==> src/dmsc_pkg.sv <==
// ----------------------------------------------------------------------------
// dmsc_pkg: shared types and constants for the delta-modulation sample channel
// Beat payload structs, request and register codes, the rate table.
// ----------------------------------------------------------------------------
package dmsc_pkg;

    // Request kinds carried in each input beat
    typedef enum logic [1:0] {
        REQ_REG_WRITE  = 2'd0,
        REQ_TICK       = 2'd1,
        REQ_BYTE_RET   = 2'd2,
        REQ_UNUSED     = 2'd3
    } req_type_t;

    // Register addresses for a register-write beat
    localparam logic [2:0] REG_FLAGS_RATE = 3'd0;
    localparam logic [2:0] REG_DIRECT_LVL = 3'd1;
    localparam logic [2:0] REG_START_ADDR = 3'd2;
    localparam logic [2:0] REG_LENGTH     = 3'd3;
    localparam logic [2:0] REG_ENABLE     = 3'd4;

    // Reset values and address window
    localparam logic [15:0] START_ADDR_RST = 16'hC000;
    localparam logic [11:0] START_LEN_RST  = 12'd1;
    localparam logic [15:0] ADDR_LAST      = 16'hFFFF;
    localparam logic [15:0] ADDR_WRAP      = 16'h8000;
    localparam logic [6:0]  LEVEL_UP_MAX   = 7'd125;
    localparam logic [6:0]  LEVEL_STEP     = 7'd2;
    localparam logic [3:0]  BITS_PER_BYTE  = 4'd8;

    typedef struct packed {
        logic [1:0] req_type;
        logic [2:0] reg_addr;
        logic [7:0] wr_data;
        logic [7:0] fetched_byte;
    } dmsc_in_t;

    typedef struct packed {
        logic [6:0]  level;
        logic        fetch_req;
        logic [15:0] fetch_addr;
    } dmsc_out_t;

    // Rate counter reload value per rate index
    function automatic logic [8:0] rate_period(input logic [3:0] idx);
        logic [8:0] val;
        case (idx)
            4'd0:    val = 9'd428;
            4'd1:    val = 9'd380;
            4'd2:    val = 9'd340;
            4'd3:    val = 9'd320;
            4'd4:    val = 9'd286;
            4'd5:    val = 9'd254;
            4'd6:    val = 9'd226;
            4'd7:    val = 9'd214;
            4'd8:    val = 9'd190;
            4'd9:    val = 9'd160;
            4'd10:   val = 9'd142;
            4'd11:   val = 9'd128;
            4'd12:   val = 9'd106;
            4'd13:   val = 9'd84;
            4'd14:   val = 9'd72;
            default: val = 9'd54;
        endcase
        return val;
    endfunction

endpackage

==> src/delta_modulation_sample_channel_unit.sv <==
// ----------------------------------------------------------------------------
// delta_modulation_sample_channel_unit: delta-modulation audio sample channel
// Register writes, ticks and returned sample bytes update a 7-bit level and
// raise memory fetch requests; one result beat per input beat.
// ----------------------------------------------------------------------------
// Every input beat (register write, tick or returned sample byte) produces one
// result beat carrying the level after that beat and, when the beat starts a
// memory read, the requested address (zero otherwise). The channel takes one
// beat per clock: the whole state update is a single pass of logic from the
// channel state into the result register, and a new beat is accepted whenever
// the result register is empty or being taken in the same cycle. The sample
// byte for a fetch comes back later as a separate returned-byte beat; a
// returned byte with no fetch outstanding is dropped.
module delta_modulation_sample_channel_unit (
    input  logic                aclk,
    input  logic                aresetn,
    input  logic                s_valid,
    output logic                s_ready,
    input  dmsc_pkg::dmsc_in_t  s_data,
    output logic                m_valid,
    input  logic                m_ready,
    output dmsc_pkg::dmsc_out_t m_data
);

    // Channel state
    logic        chan_enabled_reg,  chan_enabled_next;
    logic        loop_flag_reg,     loop_flag_next;
    logic [3:0]  rate_index_reg,    rate_index_next;
    logic [6:0]  out_level_reg,     out_level_next;
    logic [15:0] start_address_reg, start_address_next;
    logic [11:0] start_length_reg,  start_length_next;
    logic [15:0] cur_address_reg,   cur_address_next;
    logic [11:0] bytes_left_reg,    bytes_left_next;
    logic [8:0]  rate_counter_reg,  rate_counter_next;
    logic [3:0]  bits_left_reg,     bits_left_next;
    logic [7:0]  shifter_reg,       shifter_next;
    logic [7:0]  byte_buffer_reg,   byte_buffer_next;
    logic        buffer_full_reg,   buffer_full_next;
    logic        silent_reg,        silent_next;
    logic        fetch_pending_reg, fetch_pending_next;

    // Result register
    logic                m_valid_reg;
    dmsc_pkg::dmsc_out_t m_data_reg, m_data_next;

    logic s_fire;

    assign s_ready = ~m_valid_reg | m_ready;
    assign s_fire  = s_valid & s_ready;
    assign m_valid = m_valid_reg;
    assign m_data  = m_data_reg;

    // Compute the next state and the result for the incoming beat
    always_comb begin
        logic        try_fetch;
        logic        fetch_go;
        logic [8:0]  rc_dec;
        logic [3:0]  bits_cur;
        logic [11:0] bl_dec;

        chan_enabled_next  = chan_enabled_reg;
        loop_flag_next     = loop_flag_reg;
        rate_index_next    = rate_index_reg;
        out_level_next     = out_level_reg;
        start_address_next = start_address_reg;
        start_length_next  = start_length_reg;
        cur_address_next   = cur_address_reg;
        bytes_left_next    = bytes_left_reg;
        rate_counter_next  = rate_counter_reg;
        bits_left_next     = bits_left_reg;
        shifter_next       = shifter_reg;
        byte_buffer_next   = byte_buffer_reg;
        buffer_full_next   = buffer_full_reg;
        silent_next        = silent_reg;
        fetch_pending_next = fetch_pending_reg;
        try_fetch          = 1'b0;
        rc_dec             = rate_counter_reg;
        bits_cur           = bits_left_reg;

        case (dmsc_pkg::req_type_t'(s_data.req_type))
            dmsc_pkg::REQ_REG_WRITE: begin
                case (s_data.reg_addr)
                    dmsc_pkg::REG_FLAGS_RATE: begin
                        loop_flag_next  = s_data.wr_data[6];
                        rate_index_next = s_data.wr_data[3:0];
                    end
                    dmsc_pkg::REG_DIRECT_LVL: begin
                        out_level_next = s_data.wr_data[6:0];
                    end
                    dmsc_pkg::REG_START_ADDR: begin
                        start_address_next = {2'b11, s_data.wr_data, 6'b0};
                    end
                    dmsc_pkg::REG_LENGTH: begin
                        start_length_next = {s_data.wr_data, 4'b0001};
                    end
                    dmsc_pkg::REG_ENABLE: begin
                        chan_enabled_next = s_data.wr_data[4];
                        if (!s_data.wr_data[4]) begin
                            bytes_left_next = '0;
                        end else if (bytes_left_reg == '0) begin
                            cur_address_next = start_address_reg;
                            bytes_left_next  = start_length_reg;
                            try_fetch        = 1'b1;
                        end
                    end
                    default: begin
                    end
                endcase
            end
            dmsc_pkg::REQ_TICK: begin
                if (chan_enabled_reg) begin
                    if (rate_counter_reg != '0) begin
                        rc_dec = rate_counter_reg - 9'd1;
                    end
                    rate_counter_next = rc_dec;
                    if (rc_dec == '0) begin
                        rate_counter_next = dmsc_pkg::rate_period(rate_index_reg);
                        // Load the next byte or go silent at a byte boundary
                        if (bits_left_reg == '0) begin
                            bits_cur = dmsc_pkg::BITS_PER_BYTE;
                            if (buffer_full_reg) begin
                                silent_next      = 1'b0;
                                shifter_next     = byte_buffer_reg;
                                buffer_full_next = 1'b0;
                                try_fetch        = 1'b1;
                            end else begin
                                silent_next = 1'b1;
                            end
                        end
                        // Step the level by the shifted-out bit, clamped
                        if (!silent_next) begin
                            if (shifter_next[0]) begin
                                if (out_level_reg <= dmsc_pkg::LEVEL_UP_MAX) begin
                                    out_level_next = out_level_reg + dmsc_pkg::LEVEL_STEP;
                                end
                            end else begin
                                if (out_level_reg >= dmsc_pkg::LEVEL_STEP) begin
                                    out_level_next = out_level_reg - dmsc_pkg::LEVEL_STEP;
                                end
                            end
                        end
                        shifter_next   = {1'b0, shifter_next[7:1]};
                        bits_left_next = bits_cur - 4'd1;
                    end
                end
            end
            dmsc_pkg::REQ_BYTE_RET: begin
                if (fetch_pending_reg) begin
                    byte_buffer_next   = s_data.fetched_byte;
                    buffer_full_next   = 1'b1;
                    fetch_pending_next = 1'b0;
                end
            end
            default: begin
            end
        endcase

        // Issue a requested fetch when the buffer is empty, none is outstanding and bytes remain
        fetch_go = try_fetch & ~buffer_full_next & ~fetch_pending_next
                 & (bytes_left_next != '0);
        bl_dec   = bytes_left_next - 12'd1;
        m_data_next.level      = out_level_next;
        m_data_next.fetch_req  = fetch_go;
        m_data_next.fetch_addr = fetch_go ? cur_address_next : '0;
        if (fetch_go) begin
            fetch_pending_next = 1'b1;
            if (bl_dec == '0 && loop_flag_next) begin
                cur_address_next = start_address_next;
                bytes_left_next  = start_length_next;
            end else begin
                cur_address_next = (cur_address_next == dmsc_pkg::ADDR_LAST)
                                 ? dmsc_pkg::ADDR_WRAP : cur_address_next + 16'd1;
                bytes_left_next  = bl_dec;
            end
        end
    end

    // Advance the channel state on each accepted beat
    always_ff @(posedge aclk) begin
        if (!aresetn) begin
            chan_enabled_reg  <= 1'b0;
            loop_flag_reg     <= 1'b0;
            rate_index_reg    <= '0;
            out_level_reg     <= '0;
            start_address_reg <= dmsc_pkg::START_ADDR_RST;
            start_length_reg  <= dmsc_pkg::START_LEN_RST;
            cur_address_reg   <= '0;
            bytes_left_reg    <= '0;
            rate_counter_reg  <= '0;
            bits_left_reg     <= '0;
            shifter_reg       <= '0;
            byte_buffer_reg   <= '0;
            buffer_full_reg   <= 1'b0;
            silent_reg        <= 1'b1;
            fetch_pending_reg <= 1'b0;
        end else if (s_fire) begin
            chan_enabled_reg  <= chan_enabled_next;
            loop_flag_reg     <= loop_flag_next;
            rate_index_reg    <= rate_index_next;
            out_level_reg     <= out_level_next;
            start_address_reg <= start_address_next;
            start_length_reg  <= start_length_next;
            cur_address_reg   <= cur_address_next;
            bytes_left_reg    <= bytes_left_next;
            rate_counter_reg  <= rate_counter_next;
            bits_left_reg     <= bits_left_next;
            shifter_reg       <= shifter_next;
            byte_buffer_reg   <= byte_buffer_next;
            buffer_full_reg   <= buffer_full_next;
            silent_reg        <= silent_next;
            fetch_pending_reg <= fetch_pending_next;
        end
    end

    // Hold the result beat until it is taken
    always_ff @(posedge aclk) begin
        if (!aresetn) begin
            m_valid_reg <= 1'b0;
        end else if (s_fire) begin
            m_valid_reg <= 1'b1;
        end else if (m_ready) begin
            m_valid_reg <= 1'b0;
        end
    end

    always_ff @(posedge aclk) begin
        if (s_fire) begin
            m_data_reg <= m_data_next;
        end
    end

    // Checks on the channel logic
    a_addr_zero_idle: assert property (@(posedge aclk) disable iff (!aresetn)
        (m_valid_reg && !m_data_reg.fetch_req) |-> (m_data_reg.fetch_addr == '0))
        else $error("fetch address nonzero without a fetch request");

    a_addr_window: assert property (@(posedge aclk) disable iff (!aresetn)
        (m_valid_reg && m_data_reg.fetch_req) |-> m_data_reg.fetch_addr[15])
        else $error("fetch address below the sample window");

    a_fetch_sets_pending: assert property (@(posedge aclk) disable iff (!aresetn)
        (s_fire && m_data_next.fetch_req) |=> fetch_pending_reg)
        else $error("fetch issued without marking it outstanding");

    a_buf_xor_pending: assert property (@(posedge aclk) disable iff (!aresetn)
        !(buffer_full_reg && fetch_pending_reg))
        else $error("fetch outstanding while the byte buffer is full");

    a_len_needs_enable: assert property (@(posedge aclk) disable iff (!aresetn)
        (bytes_left_reg != '0) |-> chan_enabled_reg)
        else $error("bytes remain on a disabled channel");

endmodule
==> config.mk <==
export PLATFORM = sky130hd
export DESIGN_NAME = delta_modulation_sample_channel_unit
export DESIGN_NICKNAME = d
export VERILOG_FILES = /design/src/dmsc_pkg.sv /design/src/delta_modulation_sample_channel_unit.sv
export SDC_FILE = /design/constraint.sdc
export NUM_CORES = 1
export LEC_CHECK = 0
export ABC_AREA = 0
export BUFFER_PORTS_ARGS = -buffer_cell sky130_fd_sc_hd__buf_4
export CAP_MARGIN = 40
export CORE_ASPECT_RATIO = 0.7
export CORE_UTILIZATION = 61
export CTS_CLUSTER_DIAMETER = 80
export DETAILED_ROUTE_END_ITERATION = 6
export GPL_TIMING_DRIVEN = 1
export HOLD_SLACK_MARGIN = 0.15
export PLACE_DENSITY_LB_ADDON = 0.15
export SYNTH_ARGS = -nofsm -noshare
export SYNTH_HDL_FRONTEND = slang
export SYNTH_SLANG_ARGS = --single-unit
==> constraint.sdc <==
create_clock -name aclk -period 5 [get_ports aclk]
set_clock_uncertainty 0.1 [all_clocks]
set_input_delay 0.25 -clock aclk [delete_from_list [all_inputs] [get_ports aclk]]
set_output_delay 0.25 -clock aclk [all_outputs]
set_load 0.02 [all_outputs]
## Word-level counts from Yosys, hierarchy flattened

Memory sizes are Yosys's and may differ from the RTL's. A register that Yosys moved wholly into a read port is not among the register bits.
Cells that the tools add are included.

- Register bits after elaboration: 125
- Bits in read-only memories: 128
- Input port bits: 25
- Output and inout port bits: 26
- Logic and storage cells: 122
- Memories kept: 1

Memory list:

| name | depth | bits a word | rd ports | clocked after memory_dff | write ports | line | source |
|---|---|---|---|---|---|---|---|
| (name not given) | 16 | 8 | 1 | 1 | 0 | dmsc_pkg.sv:47 | `case (idx)` |

- Add/subtract/negate cells: 6
- Order comparisons: 2
- Eq/ne operators: 7
- Multiplexer cells: 64
- Bitwise operators: 8
- Reductions and logical operators: 15

Operator list:

| kind | count |
|---|---|
| 2-to-1 mux 16 bit | 9 |
| 2-to-1 mux 12 bit | 8 |
| 2-to-1 mux 7 bit | 7 |
| 2-to-1 mux 8 bit | 5 |
| 2-to-1 mux 9 bit | 4 |
| logical NOT 12 bit | 2 |
| 2-to-1 mux 4 bit | 6 |
| 2-to-1 mux 1 bit | 22 |
| adder 16 x 1 -> 16 bit, second input constant | 1 |
| == test 16 bit, second input constant | 1 |
| case mux 7 bit (2 select lines) | 1 |
| AND reduction 3 bit | 4 |
| nonzero test 12 bit | 1 |
| subtractor 12 x 1 -> 12 bit, second input constant | 1 |
| logical NOT 9 bit | 1 |
| nonzero test 9 bit | 1 |
| subtractor 9 x 1 -> 9 bit, second input constant | 1 |
| adder 7 x 2 -> 7 bit, second input constant | 1 |
| greater-or-equal comparator 7 x 2 -> 1 bit, second input constant | 1 |
| less-or-equal comparator 7 bit, second input constant | 1 |
| subtractor 7 x 2 -> 7 bit, second input constant | 1 |
| == test 3 x 2 -> 1 bit, second input constant | 2 |
| AND 1 bit | 4 |
| logical NOT 4 bit | 1 |
| other kinds (13) | 16 |

## Logic depth before layout (Yosys ltp)

- Depth after elaboration: 13
- Gate-level depth with buffers: 18
- Depth with buffers taken out: 16

## Worst setup path after synthesis

No wires, ideal clock.

- Path kind: input port to flip-flop
- Start point: input port s_data[19] (netlist name)
- End point: register bytes_left_reg[1]
- Library setup time: 117 ps
- Arrival time: 3,671 ps
- Data required time: 4,783 ps
- Path slack: 1,112 ps
- Cell stages on the path: 17
- Buffers on the path: 3
- Cell sequence: inv_1 -> ha_1 -> nor4bb_1 -> buf_2 -> nand2_2 -> nor2_4 -> clkbuf_1 -> a22oi_1 -> ha_1 -> and2_1 -> a221oi_2 -> nand4_1 -> nor3_2 -> buf_4 -> nor2_1 -> a311o_1 -> a32o_1

- Longest elaborated chain between the ends: 7
- Elaborated cells on any way between the ends: 20
- Those cells by class: 1 x add/sub; 2 x eq/ne; 8 x mux; 5 x bitwise; 4 x reduce/logical

RTL lines:

| item | line | source |
|---|---|---|
| start, declared | delta_modulation_sample_channel_unit.sv:19 | `input dmsc_pkg::dmsc_in_t s_data,` |
| logical NOT 2 bit (tied with other cells) | delta_modulation_sample_channel_unit.sv:80 | `case (dmsc_pkg::req_type_t'(s_data.req_type))` |
| 2-to-1 mux 12 bit / case mux 1 bit (2 select lines) (equally long branches) | delta_modulation_sample_channel_unit.sv:80 |  |
| subtractor 12 x 1 -> 12 bit / NOT 1 bit (equally long branches) | delta_modulation_sample_channel_unit.sv:161, delta_modulation_sample_channel_unit.sv:159 |  |
| logical NOT 12 bit / AND 1 bit (equally long branches) | delta_modulation_sample_channel_unit.sv:167, delta_modulation_sample_channel_unit.sv:159 |  |
| logical AND 1 bit / AND 1 bit (equally long branches) | delta_modulation_sample_channel_unit.sv:167, delta_modulation_sample_channel_unit.sv:159 |  |
| 2-to-1 mux 12 bit / AND 1 bit (equally long branches) | delta_modulation_sample_channel_unit.sv:167, delta_modulation_sample_channel_unit.sv:160 |  |
| 2-to-1 mux 12 bit * | delta_modulation_sample_channel_unit.sv:165 | `if (fetch_go) begin` |
| end signal, assigned | delta_modulation_sample_channel_unit.sv:204 | `bytes_left_reg <= bytes_left_next;` |
| end, declared | delta_modulation_sample_channel_unit.sv:33 | `logic [11:0] bytes_left_reg, bytes_left_next;` |

Every way passes the cells marked *; elsewhere a longest branch is shown, timed or not.
A chain may end at the register's enable or synchronous reset.

## Final worst setup path

- Start point: register bytes_left_reg[3]
- End point: register cur_address_reg[13]

- Longest elaborated chain between the ends: 10
- Elaborated cells on any way between the ends: 25
- Those cells by class: 2 x add/sub; 1 x eq/ne; 15 x mux; 3 x bitwise; 4 x reduce/logical

RTL lines:

| item | line | source |
|---|---|---|
| logical NOT 12 bit | delta_modulation_sample_channel_unit.sv:100 | `end else if (bytes_left_reg == '0) begin` |
| 2-to-1 mux 12 bit | delta_modulation_sample_channel_unit.sv:100 |  |
| 2-to-1 mux 12 bit | delta_modulation_sample_channel_unit.sv:98 | `if (!s_data.wr_data[4]) begin` |
| 2-to-1 mux 12 bit | delta_modulation_sample_channel_unit.sv:82 | `case (s_data.reg_addr)` |
| 2-to-1 mux 12 bit | delta_modulation_sample_channel_unit.sv:80 |  |
| subtractor 12 x 1 -> 12 bit | delta_modulation_sample_channel_unit.sv:161 | `bl_dec = bytes_left_next - 12'd1;` |
| logical NOT 12 bit | delta_modulation_sample_channel_unit.sv:167 | `if (bl_dec == '0 && loop_flag_next) begin` |
| logical AND 1 bit | delta_modulation_sample_channel_unit.sv:167 |  |
| 2-to-1 mux 16 bit | delta_modulation_sample_channel_unit.sv:167 |  |
| 2-to-1 mux 16 bit * | delta_modulation_sample_channel_unit.sv:165 |  |
| end signal, assigned | delta_modulation_sample_channel_unit.sv:203 | `cur_address_reg <= cur_address_next;` |
| end, declared | delta_modulation_sample_channel_unit.sv:32 | `logic [15:0] cur_address_reg, cur_address_next;` |

Marks and branches as above.

==> results.py <==
metrics = {
    "worst_setup_path": {
        "endpoint_kind": "flip-flop",
        "cp.required_ns": 5.23,
        "setup.worst_path.start_class": "flip-flop",
        "reg2reg_depth": 15,
        "crit_type": "flip-flop to flip-flop",
        "r2r_setup_slack_ns": 0.57,
        "cp.arrival_ns": 4.66,
        "path_max_fanout": 18,
    },
    "power": {
        "swShare_pct": 27.7,
        "p_comb_share_pct": 9.2,
        "p_int_mw": 1.98,
        "power_frac_seq_pct": 41.2,
        "clkPwrFrac_pct": 49.6,
        "p_sw_uw": 759,
        "p_per_area_nw_per_um2": 304,
        "p_leak_nw": 3.49,
        "power_mw": 2.74,
        "ir_drop_mv": 0.299,
    },
    "detailed_routing": {
        "viasPerCell": 6.88,
        "via_count": 8001,
        "firstDrtPassIters": 7,
        "drcViolationCount": 44,
        "wl_um": 25500,
        "drt-initial-drc-count": 847,
        "wl_per_cell_um": 22.0,
        "drtAntennaViolNets": 0,
    },
    "timing": {
        "finalWorstPathRequiredPeriod_ns": 4.43,
        "slew_headroom_pct": 39.3,
        "drv_slew": 0,
        "whs_ns": 0.285,
        "fin_ws_ns": 0.573,
        "fin_crit_sh_pct": 88.5,
        "fin_tns_setup_ns": 0,
        "setup_violations": 0,
        "rsz0062_at_grt": "no",
        "max_clock_freq_mhz": 226,
        "hold_violations": 0,
        "worst-slew-pin-transition_ns": 0.908,
    },
    "synth": {
        "ys_seq_area_share_pct": 37.9,
        "ys_ff_latch": 133,
        "syn-num-nets": 978,
        "synth_cells": 937,
        "synth.avg_cell_area_um2": 8.18,
        "synth-edff-count": 24,
        "yosysMostFrequentCell": "nand2_1",
        "synth_area_leaders": "dfxtp_1, edfxtp_1, nand2_1, mux2i_1, nor2_1",
        "synth_top_cells_by_count": "nand2_1, nor2_1, dfxtp_1, a21oi_1, o21ai_0",
        "syn_area_um2": 7660,
        "yosysUniqueCellTypes": 82,
        "yosysTopAreaCell": "dfxtp_1",
        "yosysWarnings": 0,
        "yosysTopAreaCellShare_pct": 28.5,
        "ys.flop_type": "dfxtp_1",
        "async_reset_ff_share_pct": 0,
    },
    "final_layout": {
        "postLayoutCellArea_um2": 9010,
        "nNetsFinal": 1034,
        "largest_reg_flops": 24,
        "fill_cells": 843,
        "multi_input_area_um2": 4430,
        "layout-drive-gt1-share_pct": 13.3,
        "area_growth_pct": 17.6,
        "diodes": 0,
        "seq_area_um2": 2900,
    },
    "place": {
        "finalWeightedCongestion": 0.979,
        "io_buffers": 50,
        "place_hpwl_um": 17000,
        "place_area_um2": 8180,
        "dpl_worst_slack_ns": 0.455,
    },
    "clock_tree": {
        "clkTransAtPathRegs_ns": 0.07,
        "cts_root_buf": "clkbuf_16",
        "cts.path.max_buffers": 2,
        "cts_tree": "done",
        "h-tree-depth": 4,
        "clkLatencyLatePin_ns": 0.44,
        "numCtsBuffers": 17,
        "cts_num_sinks": 133,
    },
    "global_route": {
        "antenna_found_initial": 0,
        "track_usage_pct": 40.8,
        "grt_max_degree": 43,
        "grt_pass1_vias": 7409,
        "grt_first_pass_wirelength_um": 40200,
        "overflow": 0,
    },
    "status": {
        "violations": "DRC",
        "status": "complete, but fails checks",
    },
    "floorplanning": {
        "die_h_um": 95.8,
        "fp-row-count": 33,
        "die_area_um2": 13000,
        "start_util_pct": 64.0,
        "coreArea_um2": 12000,
        "io_pins": 51,
        "die_w_um": 136,
    },
    "hold_path": {
        "hold_path_class": "primary input to flip-flop",
        "worstHoldPathCells": 5,
    },
    "job": {
        "cap_violations": 0,
    },
}
[power by group through the flow]
stage | Combinational (mW) | Clock (mW) | Sequential, mW
2_1_floorplan | 0.128 | 0 | 1.16
3_3_place_gp | 0.222 | 0 | 1.15
3_5_place_dp | 0.228 | 0 | 1.15
4_1_cts | 0.243 | 1.35 | 1.13
5_1_grt | 0.267 | 1.40 | 1.13
6_report | 0.252 | 1.36 | 1.13
[cell usage in the layout (no fill, tap or decap), types with 6 or more instances in the layout]
master | Yosys | final
o31ai_1 | 8 | 8
a32o_1 | 10 | 10
nor2_1 | 111 | 111
o21ai_0 | 50 | 50
dlygate4sd3_1 | 0 | 19
a211oi_1 | 14 | 14
o22ai_1 | 6 | 6
o211ai_1 | 7 | 7
nor4_1 | 6 | 6
and3_1 | 12 | 12
dfxtp_1 | 109 | 109
buf_4 | 1 | 67
nand2_1 | 121 | 121
a21o_1 | 10 | 10
mux2_2 | 9 | 9
xnor2_1 | 10 | 10
mux2i_1 | 43 | 43
inv_8 | 0 | 7
ha_1 | 16 | 16
edfxtp_1 | 24 | 24
nand3_1 | 25 | 25
a311oi_1 | 8 | 8
nor3_1 | 39 | 38
inv_1 | 32 | 30
a21oi_1 | 72 | 72
nand4_1 | 12 | 12
or3_1 | 10 | 10
a31oi_1 | 10 | 10
or2_2 | 6 | 6
clkbuf_16 | 0 | 19
[cell type report]
class,instances,share of cell area (%)
well taps,157,2.18
clock buffers,19,5.28
repair buffers,88,7.95
clock inverters,13,1.83
inverters,32,1.33
flip-flops and latches,133,32.2
multi-input cells,721,49.2
[per-layer routing]
layer | GRT usage (%) | part of all wire, %
met5 | 0 | 0
met4 | 15.9 | 2.9
met3 | 8.85 | 12
met1 | 55.4 | 41
met2 | 63.8 | 44
[critical path, stage by stage, from the launching register on]
cell	delay, ns
dfxtp_1	0.36
nor4_4	0.61
nand3_4	0.26
nor2_4	0.16
buf_4	0.31
mux2i_1	0.18
inv_1	0.09
ha_1	0.19
inv_1	0.08
a221oi_1	0.53
nand2_1	0.26
or3_1	0.45
a211o_1	0.32
a21oi_1	0.13
a21oi_1	0.07
o21a_1	0.20
[timing repair]
action | in CTS | in global routing
resized for setup | 0 | 0
hold buffers | 19 | 0
setup buffers | 0 | 0
hold endpoints to repair | 33 | 0
setup endpoints to repair | 0 | 0
[per-stage QoR]
step | std cells | util [%]
finish | 1163 | 75.2
global route | 1163 | 75.2
CTS | 1163 | 75.2
detailed placement | 1112 | 68.3
global placement | 1108 | 68.0
floorplan | 937 | -
[worst paths after layout]
check	startpoint	end
worst max-delay path	bytes_left_reg[3]$_SDFFE_PN0P_	cur_address_reg[13]$_SDFFE_PN0P_
worst min-delay path	s_data[16]	chan_enabled_reg$_SDFFE_PN0P_
worst max register to register	bytes_left_reg[3]$_SDFFE_PN0P_	cur_address_reg[13]$_SDFFE_PN0P_
worst min register to register	bits_left_reg[3]$_SDFFE_PN0P_	bits_left_reg[3]$_SDFFE_PN0P_
[cell families (layout without fill, tap and decap cells)]
logic type / count (synthesis) / count (layout) / synth area share (%)
buffers and inverters: 83 / 152 / 4.43
XOR/XNOR: 15 / 15 / 1.71
AND/OR/NAND/NOR: 380 / 380 / 23.6
multiplexers: 52 / 52 / 6.94
flip-flops: 133 / 133 / 37.9
AO/OA/AOI/OAI: 258 / 258 / 22.8
adder cells (fa/ha/maj): 16 / 16 / 2.61
No activity file was read; power rests on OpenSTA's default activity.
